[config.mk]
export PLATFORM = sky130hd
export DESIGN_NAME = midi_tempo_clock_generator_top
export DESIGN_NICKNAME = d
export VERILOG_FILES = /design/src/sv/mtc_pkg.sv /design/src/sv/mtc_div.sv /design/src/sv/mtc_regs.sv /design/src/sv/midi_tempo_clock_generator_top.sv
export SDC_FILE = /design/constraint.sdc
export NUM_CORES = 1
export LEC_CHECK = 0
export BUFFER_PORTS_ARGS = -buffer_cell sky130_fd_sc_hd__buf_2
export CAP_MARGIN = 20
export CORE_MARGIN = 4
export CORE_UTILIZATION = 30
export DETAILED_ROUTE_END_ITERATION = 12
export GPL_TIMING_DRIVEN = 0
export PLACE_DENSITY_LB_ADDON = 0.3
export SYNTH_ARGS = -nofsm -noshare
export SYNTH_HDL_FRONTEND = slang
export SYNTH_SLANG_ARGS = --single-unit
[constraint.sdc]
create_clock -name clk -period 5.55 [get_ports clk]
set_clock_uncertainty 0.15 [all_clocks]
set_input_delay 1.11 -clock clk [delete_from_list [all_inputs] [get_ports clk]]
set_output_delay 1.11 -clock clk [all_outputs]
set_load 0.01 [all_outputs]
[src/sv/mtc_pkg.sv]
// Shared types, constants and codes for the MIDI tempo clock generator.
package mtc_pkg;

  localparam int TS_BITS = 32;
  localparam int PULSES_PER_BEAT_DEF = 24;

  localparam int BPM_W = 9;
  localparam int PERIOD_W = 18;

  localparam int PERIOD_NUM = 2500000;
  localparam int BPM_NUM = 60000;
  localparam int BPM_FLOOR = 10;
  localparam int NUM_W = $clog2(PERIOD_NUM + 1);

  // Command codes
  localparam logic [2:0] CMD_TICK = 3'd0;
  localparam logic [2:0] CMD_EXT_CLOCK = 3'd1;
  localparam logic [2:0] CMD_START = 3'd2;
  localparam logic [2:0] CMD_CONTINUE = 3'd3;
  localparam logic [2:0] CMD_STOP = 3'd4;
  localparam logic [2:0] CMD_TAP = 3'd5;

  // Tempo source codes
  localparam logic [1:0] SRC_NONE = 2'd0;
  localparam logic [1:0] SRC_EXT = 2'd1;
  localparam logic [1:0] SRC_TAP = 2'd2;

  // Register indexes
  localparam int REG_IDX_W = 3;
  localparam logic [REG_IDX_W-1:0] REG_MIN_BPM = 3'd0;
  localparam logic [REG_IDX_W-1:0] REG_MAX_BPM = 3'd1;
  localparam logic [REG_IDX_W-1:0] REG_EXT_TIMEOUT = 3'd2;
  localparam logic [REG_IDX_W-1:0] REG_LED_PULSE = 3'd3;
  localparam logic [REG_IDX_W-1:0] REG_TAP_WINDOW = 3'd4;
  localparam int PADDR_W = REG_IDX_W + 2;

  // Reset values
  localparam logic [8:0] MIN_BPM_RST = 9'd20;
  localparam logic [8:0] MAX_BPM_RST = 9'd300;
  localparam logic [15:0] EXT_TIMEOUT_RST = 16'd500;
  localparam logic [9:0] LED_PULSE_RST = 10'd40;
  localparam logic [15:0] TAP_WINDOW_RST = 16'd3000;
  localparam logic [BPM_W-1:0] BPM_RST = 9'd120;
  localparam logic [PERIOD_W-1:0] PERIOD_RST = 18'd20833;

  typedef struct packed {
    logic [2:0] cmd;
    logic [TS_BITS-1:0] now_us;
    logic [TS_BITS-1:0] now_ms;
  } item_t;

  typedef struct packed {
    logic clock_pulse;
    logic beat_led;
    logic [BPM_W-1:0] tempo_bpm;
    logic [1:0] tempo_source;
    logic is_running;
  } result_t;

  typedef struct packed {
    logic [8:0] min_bpm;
    logic [8:0] max_bpm;
    logic [15:0] ext_timeout_ms;
    logic [9:0] led_pulse_ms;
    logic [15:0] tap_window_ms;
  } cfg_t;

  typedef struct packed {
    logic start;
    logic [NUM_W-1:0] num;
    logic [TS_BITS-1:0] den;
  } div_req_t;

  typedef struct packed {
    logic done;
    logic [NUM_W-1:0] quot;
  } div_rsp_t;

endpackage

[src/sv/mtc_div.sv]
// Shared restoring divider, one quotient bit per cycle.
module mtc_div (
  input  logic               clk,
  input  logic               rst,
  input  mtc_pkg::div_req_t  req,
  output mtc_pkg::div_rsp_t  rsp
);

  localparam int NW = mtc_pkg::NUM_W;
  localparam int DW = mtc_pkg::TS_BITS;
  localparam int CW = $clog2(NW + 1);

  logic [NW-1:0] q;
  logic [DW-1:0] rem;
  logic [DW-1:0] den;
  logic [CW-1:0] cnt;
  logic          busy;
  logic          done;

  logic [DW:0] rem_shift;
  logic        ge;

  assign rem_shift = {rem, q[NW-1]};
  assign ge = rem_shift >= {1'b0, den};

  always_ff @(posedge clk) begin
    if (rst) begin
      busy <= 1'b0;
      done <= 1'b0;
      cnt <= '0;
    end else begin
      done <= 1'b0;
      if (req.start) begin
        busy <= 1'b1;
        cnt <= CW'(NW);
      end else if (busy) begin
        cnt <= cnt - 1'b1;
        if (cnt == CW'(1)) begin
          busy <= 1'b0;
          done <= 1'b1;
        end
      end
    end
  end

  always_ff @(posedge clk) begin
    if (req.start) begin
      q <= req.num;
      rem <= '0;
      den <= req.den;
    end else if (busy) begin
      // shift in the next dividend bit, subtract when it fits
      rem <= ge ? DW'(rem_shift - {1'b0, den}) : rem_shift[DW-1:0];
      q <= {q[NW-2:0], ge};
    end
  end

  assign rsp.done = done;
  assign rsp.quot = q;

endmodule

[src/sv/mtc_regs.sv]
// APB-style configuration register file.
module mtc_regs (
  input  logic                               clk,
  input  logic                               rst,
  input  logic                               psel,
  input  logic                               penable,
  input  logic                               pwrite,
  input  logic [mtc_pkg::PADDR_W-1:0]        paddr,
  input  logic [31:0]                        pwdata,
  output logic [31:0]                        prdata,
  output logic                               pready,
  output mtc_pkg::cfg_t                      cfg
);

  logic [mtc_pkg::REG_IDX_W-1:0] idx;
  logic                          wr;

  assign idx = paddr[mtc_pkg::PADDR_W-1:2];
  assign pready = 1'b1;
  assign wr = psel && penable && pwrite;

  always_ff @(posedge clk) begin
    if (rst) begin
      cfg.min_bpm <= mtc_pkg::MIN_BPM_RST;
      cfg.max_bpm <= mtc_pkg::MAX_BPM_RST;
      cfg.ext_timeout_ms <= mtc_pkg::EXT_TIMEOUT_RST;
      cfg.led_pulse_ms <= mtc_pkg::LED_PULSE_RST;
      cfg.tap_window_ms <= mtc_pkg::TAP_WINDOW_RST;
    end else if (wr) begin
      unique case (idx)
        mtc_pkg::REG_MIN_BPM:     cfg.min_bpm <= pwdata[8:0];
        mtc_pkg::REG_MAX_BPM:     cfg.max_bpm <= pwdata[8:0];
        mtc_pkg::REG_EXT_TIMEOUT: cfg.ext_timeout_ms <= pwdata[15:0];
        mtc_pkg::REG_LED_PULSE:   cfg.led_pulse_ms <= pwdata[9:0];
        mtc_pkg::REG_TAP_WINDOW:  cfg.tap_window_ms <= pwdata[15:0];
        default: ;
      endcase
    end
  end

  always_comb begin
    unique case (idx)
      mtc_pkg::REG_MIN_BPM:     prdata = {23'd0, cfg.min_bpm};
      mtc_pkg::REG_MAX_BPM:     prdata = {23'd0, cfg.max_bpm};
      mtc_pkg::REG_EXT_TIMEOUT: prdata = {16'd0, cfg.ext_timeout_ms};
      mtc_pkg::REG_LED_PULSE:   prdata = {22'd0, cfg.led_pulse_ms};
      mtc_pkg::REG_TAP_WINDOW:  prdata = {16'd0, cfg.tap_window_ms};
      default:                  prdata = '0;
    endcase
  end

endmodule

[src/sv/midi_tempo_clock_generator_top.sv]
// MIDI tempo clock generator: sequencer, tempo state and result register.
//
//   channel  | signals                          | word
//   ---------+----------------------------------+-----------------------------
//   item     | item_valid, item_stall, item     | cmd, now_us, now_ms
//   result   | result_valid, result_stall, result | pulse, led, bpm, source, run
//   config   | psel, penable, pwrite, paddr, ... | five limit/timing registers
//
// One word at a time: a tick passes S_EXEC, S_SNAP if a pulse is due, S_LED
// and S_OUT; start/continue/stop go from S_EXEC to S_OUT. An external clock
// or tap with an interval runs the shared divider twice (60000/interval,
// then 2500000/bpm); a tempo out of range stops after the first.
// item_stall is high from acceptance until the result is in the output
// register; a stalled result only delays the next acceptance.
// Synchronous reset restores all tempo state and register defaults.
module midi_tempo_clock_generator_top #(
  parameter int PULSES_PER_BEAT = mtc_pkg::PULSES_PER_BEAT_DEF
) (
  input  logic                        clk,
  input  logic                        rst,
  input  logic                        item_valid,
  output logic                        item_stall,
  input  mtc_pkg::item_t              item,
  output logic                        result_valid,
  input  logic                        result_stall,
  output mtc_pkg::result_t            result,
  input  logic                        psel,
  input  logic                        penable,
  input  logic                        pwrite,
  input  logic [mtc_pkg::PADDR_W-1:0] paddr,
  input  logic [31:0]                 pwdata,
  output logic [31:0]                 prdata,
  output logic                        pready
);

  localparam int TW = mtc_pkg::TS_BITS;
  localparam int CNT_W = (PULSES_PER_BEAT > 1) ? $clog2(PULSES_PER_BEAT) : 1;
  localparam logic [CNT_W-1:0] CNT_LAST = CNT_W'(PULSES_PER_BEAT - 1);

  localparam logic [2:0] S_IDLE = 3'd0;
  localparam logic [2:0] S_EXEC = 3'd1;
  localparam logic [2:0] S_SNAP = 3'd2;
  localparam logic [2:0] S_LED  = 3'd3;
  localparam logic [2:0] S_DIVB = 3'd4;
  localparam logic [2:0] S_CHK  = 3'd5;
  localparam logic [2:0] S_DIVP = 3'd6;
  localparam logic [2:0] S_OUT  = 3'd7;

  mtc_pkg::cfg_t     cfg;
  mtc_pkg::div_req_t div_req;
  mtc_pkg::div_rsp_t div_rsp;

  mtc_regs u_regs (
    .clk     (clk),
    .rst     (rst),
    .psel    (psel),
    .penable (penable),
    .pwrite  (pwrite),
    .paddr   (paddr),
    .pwdata  (pwdata),
    .prdata  (prdata),
    .pready  (pready),
    .cfg     (cfg)
  );

  mtc_div u_div (
    .clk (clk),
    .rst (rst),
    .req (div_req),
    .rsp (div_rsp)
  );

  logic [2:0] state;

  // latched word
  logic [2:0]    cmd;
  logic [TW-1:0] nus;
  logic [TW-1:0] nms;

  // tempo state
  logic [1:0]                   source_sel;
  logic [mtc_pkg::BPM_W-1:0]    bpm_value;
  logic [mtc_pkg::PERIOD_W-1:0] period_us;
  logic [TW-1:0]                next_clock_time_us;
  logic [TW-1:0]                last_external_time_ms;
  logic [CNT_W-1:0]             out_tick_count;
  logic [CNT_W-1:0]             in_tick_count;
  logic [TW-1:0]                last_tap_time_ms;
  logic                         tap_valid;
  logic                         run_flag;
  logic [TW-1:0]                led_off_time_ms;
  logic                         led_level;
  logic [TW-1:0]                last_beat_time_ms;
  logic                         beat_valid;

  logic                         pulse;
  logic                         is_tap;
  logic [mtc_pkg::BPM_W-1:0]    nb;

  logic [TW-1:0]      ext_age;
  logic [TW-1:0]      due_diff;
  logic [TW-1:0]      snap_diff;
  logic [TW-1:0]      led_diff;
  logic [TW-1:0]      beat_iv;
  logic [TW-1:0]      tap_iv;
  logic [TW-1:0]      period_ext;
  logic [CNT_W-1:0]   out_cnt_inc;
  logic [CNT_W-1:0]   in_cnt_inc;
  logic               beat_div;
  logic               tap_div;
  logic               bpm_ok;
  logic               item_acc;
  logic               load_result;

  assign period_ext = TW'(period_us);
  assign ext_age = nms - last_external_time_ms;
  assign due_diff = nus - next_clock_time_us;
  assign snap_diff = nus - next_clock_time_us;
  assign led_diff = nms - led_off_time_ms;
  assign beat_iv = nms - last_beat_time_ms;
  assign tap_iv = nms - last_tap_time_ms;
  assign out_cnt_inc = (out_tick_count == CNT_LAST) ? '0 : out_tick_count + 1'b1;
  assign in_cnt_inc = (in_tick_count == CNT_LAST) ? '0 : in_tick_count + 1'b1;

  assign beat_div = (in_cnt_inc == '0) && beat_valid && (beat_iv != '0);
  assign tap_div = tap_valid && (tap_iv != '0) && (tap_iv < TW'(cfg.tap_window_ms));

  assign bpm_ok = (div_rsp.quot >= mtc_pkg::NUM_W'(mtc_pkg::BPM_FLOOR))
               && (div_rsp.quot >= mtc_pkg::NUM_W'(cfg.min_bpm))
               && (div_rsp.quot <= mtc_pkg::NUM_W'(cfg.max_bpm));

  assign item_stall = (state != S_IDLE);
  assign item_acc = item_valid && !item_stall;
  assign load_result = (state == S_OUT) && (!result_valid || !result_stall);

  always_comb begin
    div_req.start = 1'b0;
    div_req.num = mtc_pkg::NUM_W'(mtc_pkg::BPM_NUM);
    div_req.den = (cmd == mtc_pkg::CMD_TAP) ? tap_iv : beat_iv;
    if (state == S_EXEC) begin
      div_req.start = ((cmd == mtc_pkg::CMD_EXT_CLOCK) && beat_div)
                   || ((cmd == mtc_pkg::CMD_TAP) && tap_div);
    end else if (state == S_CHK) begin
      div_req.start = bpm_ok;
      div_req.num = mtc_pkg::NUM_W'(mtc_pkg::PERIOD_NUM);
      div_req.den = TW'(div_rsp.quot[mtc_pkg::BPM_W-1:0]);
    end
  end

  always_ff @(posedge clk) begin
    if (item_acc) begin
      cmd <= item.cmd;
      nus <= item.now_us;
      nms <= item.now_ms;
    end
    if (state == S_CHK) begin
      nb <= div_rsp.quot[mtc_pkg::BPM_W-1:0];
    end
  end

  always_ff @(posedge clk) begin
    if (rst) begin
      state <= S_IDLE;
      source_sel <= mtc_pkg::SRC_NONE;
      bpm_value <= mtc_pkg::BPM_RST;
      period_us <= mtc_pkg::PERIOD_RST;
      next_clock_time_us <= '0;
      last_external_time_ms <= '0;
      out_tick_count <= '0;
      in_tick_count <= '0;
      last_tap_time_ms <= '0;
      tap_valid <= 1'b0;
      run_flag <= 1'b1;
      led_off_time_ms <= '0;
      led_level <= 1'b0;
      last_beat_time_ms <= '0;
      beat_valid <= 1'b0;
      pulse <= 1'b0;
      is_tap <= 1'b0;
    end else begin
      unique case (state)
        S_IDLE: begin
          if (item_acc) begin
            pulse <= 1'b0;
            state <= S_EXEC;
          end
        end
        S_EXEC: begin
          state <= S_OUT;
          case (cmd)
            mtc_pkg::CMD_TICK: begin
              if (source_sel == mtc_pkg::SRC_EXT && ext_age > TW'(cfg.ext_timeout_ms)) begin
                source_sel <= mtc_pkg::SRC_NONE;
              end
              state <= S_LED;
              if (run_flag && !due_diff[TW-1]) begin
                pulse <= 1'b1;
                next_clock_time_us <= next_clock_time_us + period_ext;
                out_tick_count <= out_cnt_inc;
                if (out_cnt_inc == '0) begin
                  led_level <= 1'b1;
                  led_off_time_ms <= nms + TW'(cfg.led_pulse_ms);
                end
                state <= S_SNAP;
              end
            end
            mtc_pkg::CMD_EXT_CLOCK: begin
              in_tick_count <= in_cnt_inc;
              if (in_cnt_inc == '0) begin
                last_beat_time_ms <= nms;
                beat_valid <= 1'b1;
              end
              source_sel <= mtc_pkg::SRC_EXT;
              last_external_time_ms <= nms;
              is_tap <= 1'b0;
              if (beat_div) begin
                state <= S_DIVB;
              end
            end
            mtc_pkg::CMD_START: begin
              out_tick_count <= '0;
              next_clock_time_us <= nus;
              run_flag <= 1'b1;
            end
            mtc_pkg::CMD_CONTINUE: run_flag <= 1'b1;
            mtc_pkg::CMD_STOP: run_flag <= 1'b0;
            mtc_pkg::CMD_TAP: begin
              last_tap_time_ms <= nms;
              tap_valid <= 1'b1;
              is_tap <= 1'b1;
              if (tap_div) begin
                state <= S_DIVB;
              end
            end
            default: ;
          endcase
        end
        S_SNAP: begin
          // fell more than one period behind: restart the schedule from now
          if (!snap_diff[TW-1] && snap_diff > period_ext) begin
            next_clock_time_us <= nus + period_ext;
          end
          state <= S_LED;
        end
        S_LED: begin
          if (led_level && !led_diff[TW-1]) begin
            led_level <= 1'b0;
            led_off_time_ms <= '0;
          end
          state <= S_OUT;
        end
        S_DIVB: begin
          if (div_rsp.done) begin
            state <= S_CHK;
          end
        end
        S_CHK: begin
          // out-of-range tempo: drop it
          state <= bpm_ok ? S_DIVP : S_OUT;
        end
        S_DIVP: begin
          if (div_rsp.done) begin
            bpm_value <= nb;
            period_us <= div_rsp.quot[mtc_pkg::PERIOD_W-1:0];
            if (is_tap) begin
              source_sel <= mtc_pkg::SRC_TAP;
              run_flag <= 1'b1;
            end
            state <= S_OUT;
          end
        end
        S_OUT: begin
          if (load_result) begin
            state <= S_IDLE;
          end
        end
        default: state <= S_IDLE;
      endcase
    end
  end

  always_ff @(posedge clk) begin
    if (rst) begin
      result_valid <= 1'b0;
    end else if (load_result) begin
      result_valid <= 1'b1;
    end else if (!result_stall) begin
      result_valid <= 1'b0;
    end
  end

  always_ff @(posedge clk) begin
    if (load_result) begin
      result.clock_pulse <= pulse;
      result.beat_led <= led_level;
      result.tempo_bpm <= bpm_value;
      result.tempo_source <= source_sel;
      result.is_running <= run_flag;
    end
  end

endmodule

==> metrics <==
Hold EP=result[13]; Worst Reg-to-Reg Cells=20; Clock Path Buffers=3; antenna viol nets, final=0; H-tree depth=2; Worst R2R Setup Slack=0.10 ns; slowest library cell on the worst path=or4_4; Final period util=0.982; Tmin final=5.45 ns; width of the die=338 um; Power Total=13.3 mW; Port-buffer cells=122; number of global-route vias before repair=28848; via count=30756; Final WS setup=0.102 ns; Post-synth EDFFs=144; relative slew slack=0.0901; WP data arrival=5.79 ns; row cnt=120; sequential fraction of the synthesis area=0.321; Hold Path Class=reg2reg; achievable frequency=184 MHz; Synth area leader=dfxtp_1; CP Max Fanout=3; Area growth syn-to-layout=15.9%; Total Wirelength=113 mm; gpl congestion=0.909; critical path type=reg2reg; clock buffer count from CTS=53; largest net degree at the start of global routing=33; Synth cell types=93; CP Launch Type=flop; worst hold slack=0.280 ns; sw power=5.34 mW; Worst setup EP type=flop; Avg Inst Size Synth=7.97 um^2; number of antenna violations at the first check in global routing=7; Routed wire per std cell=19.5 um; Static Leak=14.5 nW; Clock Power Share=0.280; Vias/cell=5.32; synthesis-stage register bit count=452; Max IR drop VDD=0.237 mV; slowest cell delay on critical path=0.56 ns; hold depth=0; design area=0.0379 mm^2; HPWL Detailed=87.3 mm; most frequent cells in the layout=nand2_1 (608), a21oi_1 (434), inv_1 (332), dfxtp_1 (308), ha_1 (300); Reg power frac=0.305; sw frac=0.400; CTS clock-pin slew for the worst setup and hold paths=0.06 ns; share of cells above drive strength 1=0.0924; commonest non-fill, non-tap cell in the layout=nand2_1; Final setup violation count=0; logic gate share of total power=0.415; final hold vios=0; worst-path cell chain=buf_6 -> inv_6 -> ha_4 -> inv_1 -> fa_2 -> a21o_1 -> a221o_1 -> a221o_1 -> a21o_1 -> a21oi_1 -> xnor2_1 -> ha_1 -> and3_1 -> nand3_1 -> or3_4 -> o21ai_4 -> nand4_1 -> or4_1 -> or4_4 -> o31ai_4; Setup Slack @ Placement=-1.51 ns; Die ar.=0.114 mm^2; asr flop ratio synth=0; reg-to-reg endpoint=source_sel[0]; die height=338 um; R2R Path Start=nms[0]; clock root buffer=clkbuf_16; DRT Pass-1 Iters=7; max-slew violation count=0; status=completed; post-synthesis cell count=4100; Starting Density=0.304; Worst-Margin Slew=1.36 ns; number of clock sinks=452; top cells by area, synth=dfxtp_1 (19%), edfxtp_1 (13%), ha_1 (12%); I/O pin cnt=160; Worst Path Required=5.90 ns; Placeable Area=0.108 mm^2; Fillers=11278; Post-Place Cell Area=0.0352 mm^2; CTS tree=yes; first-pass GRT wire length=171 mm; unrepaired setup endpoints after global routing=yes; Pwr Density=352 mW/mm^2; Clock Latency Late Sink=0.64 ns; nets@finish=4759; drt initial violations=2452; Mapped Area=0.0327 mm^2; origin of the worst min-delay path=pulse; Final TNS setup=0 ns; Ys Warns=0; share of the synthesized area in the top cell type=0.189; Int Power=8.01 mW; # DRC=0; dominant synthesized flop cell=dfxtp_1; GRT Overall Usage=0.191; gr ovfl total=0; max cap viols=0
worst max-delay path: cells and delay by family (launching register included):
kind                     cells  cell delay, ns
AO/OA/AOI/OAI                7            1.90
XOR/XNOR                     1            0.13
adder cells (fa/ha/maj)      3            0.78
buffers and inverters        3            0.28
flip-flops                   1            0.37
AND/OR/NAND/NOR              6            1.70
flip-flops by register name, summed over array words and instances (netlist names), 5 cells and up:
name                   cells
u_regs.cfg                60
last_beat_time_ms         32
last_external_time_ms     32
last_tap_time_ms          32
led_off_time_ms           32
next_clock_time_us        32
nms                       32
nus                       32
u_div.den                 32
u_div.rem                 32
u_div.q                   22
period_us                 18
result                    14
bpm_value                  9
nb                         9
in_tick_count              5
out_tick_count             5
u_div.cnt                  5
worst max-delay path by stage:
stage | start | end
finish | nms[0] | source_sel[0]
global route | nms[0] | source_sel[0]
CTS | nms[0] | source_sel[0]
detailed placement | nms[0] | source_sel[0]
global placement | item_valid | nms[25]
floorplan | nus[0] | next_clock_time_us[13]
what timing repair did:
action                     in CTS  in global routing
hold buffers                    0                  0
gates resized for setup        50                 56
pin swaps                      21                 36
setup endpoints to repair     150                127
gates cloned                    2                  2
setup buffers                  16                 19
synth_stat cells (36+ instances only):
cell      instances
nand2_1         609
a21oi_1         445
inv_1           334
dfxtp_1         308
ha_1            303
nor2_1          241
o21ai_0         182
clkbuf_1        167
edfxtp_1        144
a21o_1          108
xnor2_1         106
nand3_1          79
o211ai_1         75
nor3_1           74
xor2_1           73
nand4_1          56
a211oi_1         52
o21a_1           51
and3_1           45
a31oi_1          39
mux2i_1          37
nor2b_1          37
nand2b_1         36
power groups by stage:
| stage | clock network (mW) | registers, mW | logic, mW |
|---|---|---|---|
| final | 3.74 | 4.07 | 5.54 |
| after CTS | 3.83 | 4.09 | 5.30 |
| after global placement | 0 | 4.19 | 5.05 |
| after floorplan | 0 | 3.97 | 3.75 |
| after global routing | 3.97 | 4.09 | 6.11 |
| after detailed placement | 0 | 4.16 | 5.12 |
metrics by stage:
stage,instances,util
2_1_floorplan,4115,-
3_3_place_gp,5640,0.326
3_5_place_dp,5647,0.327
4_1_cts,5763,0.348
5_1_grt,5784,0.352
6_report,5785,0.352
layer usage:
metal	global-route usage	share of wire
met1	0.268	0.47
met2	0.312	0.45
met3	0.0216	0.058
met4	0.0473	0.026
met5	0	0
cell type report:
cell class	instances	area (um^2)	share of cell area
Antenna cell	1	2.50	0.0000661
Buffer	207	917	0.0242
Clock buffer	72	1520	0.0402
Clock inverter	27	324	0.00855
Inverter	337	1270	0.0335
Multi-Input combinational cell	3122	20600	0.544
Sequential cell	452	10500	0.277
Tap cell	1403	1760	0.0463
Timing Repair Buffer	164	987	0.0261
cell families after synthesis:
family / count (synthesis) / share of synthesized area
compound gates: 1229 / 0.241
xor+xnor: 179 / 0.0480
fa+ha+maj: 312 / 0.121
buf+inv: 545 / 0.0657
flops: 452 / 0.321
mux: 40 / 0.0124
other cells: 2 / 0.000230
simple gates: 1341 / 0.191
(Power assumes the default switching activity.)
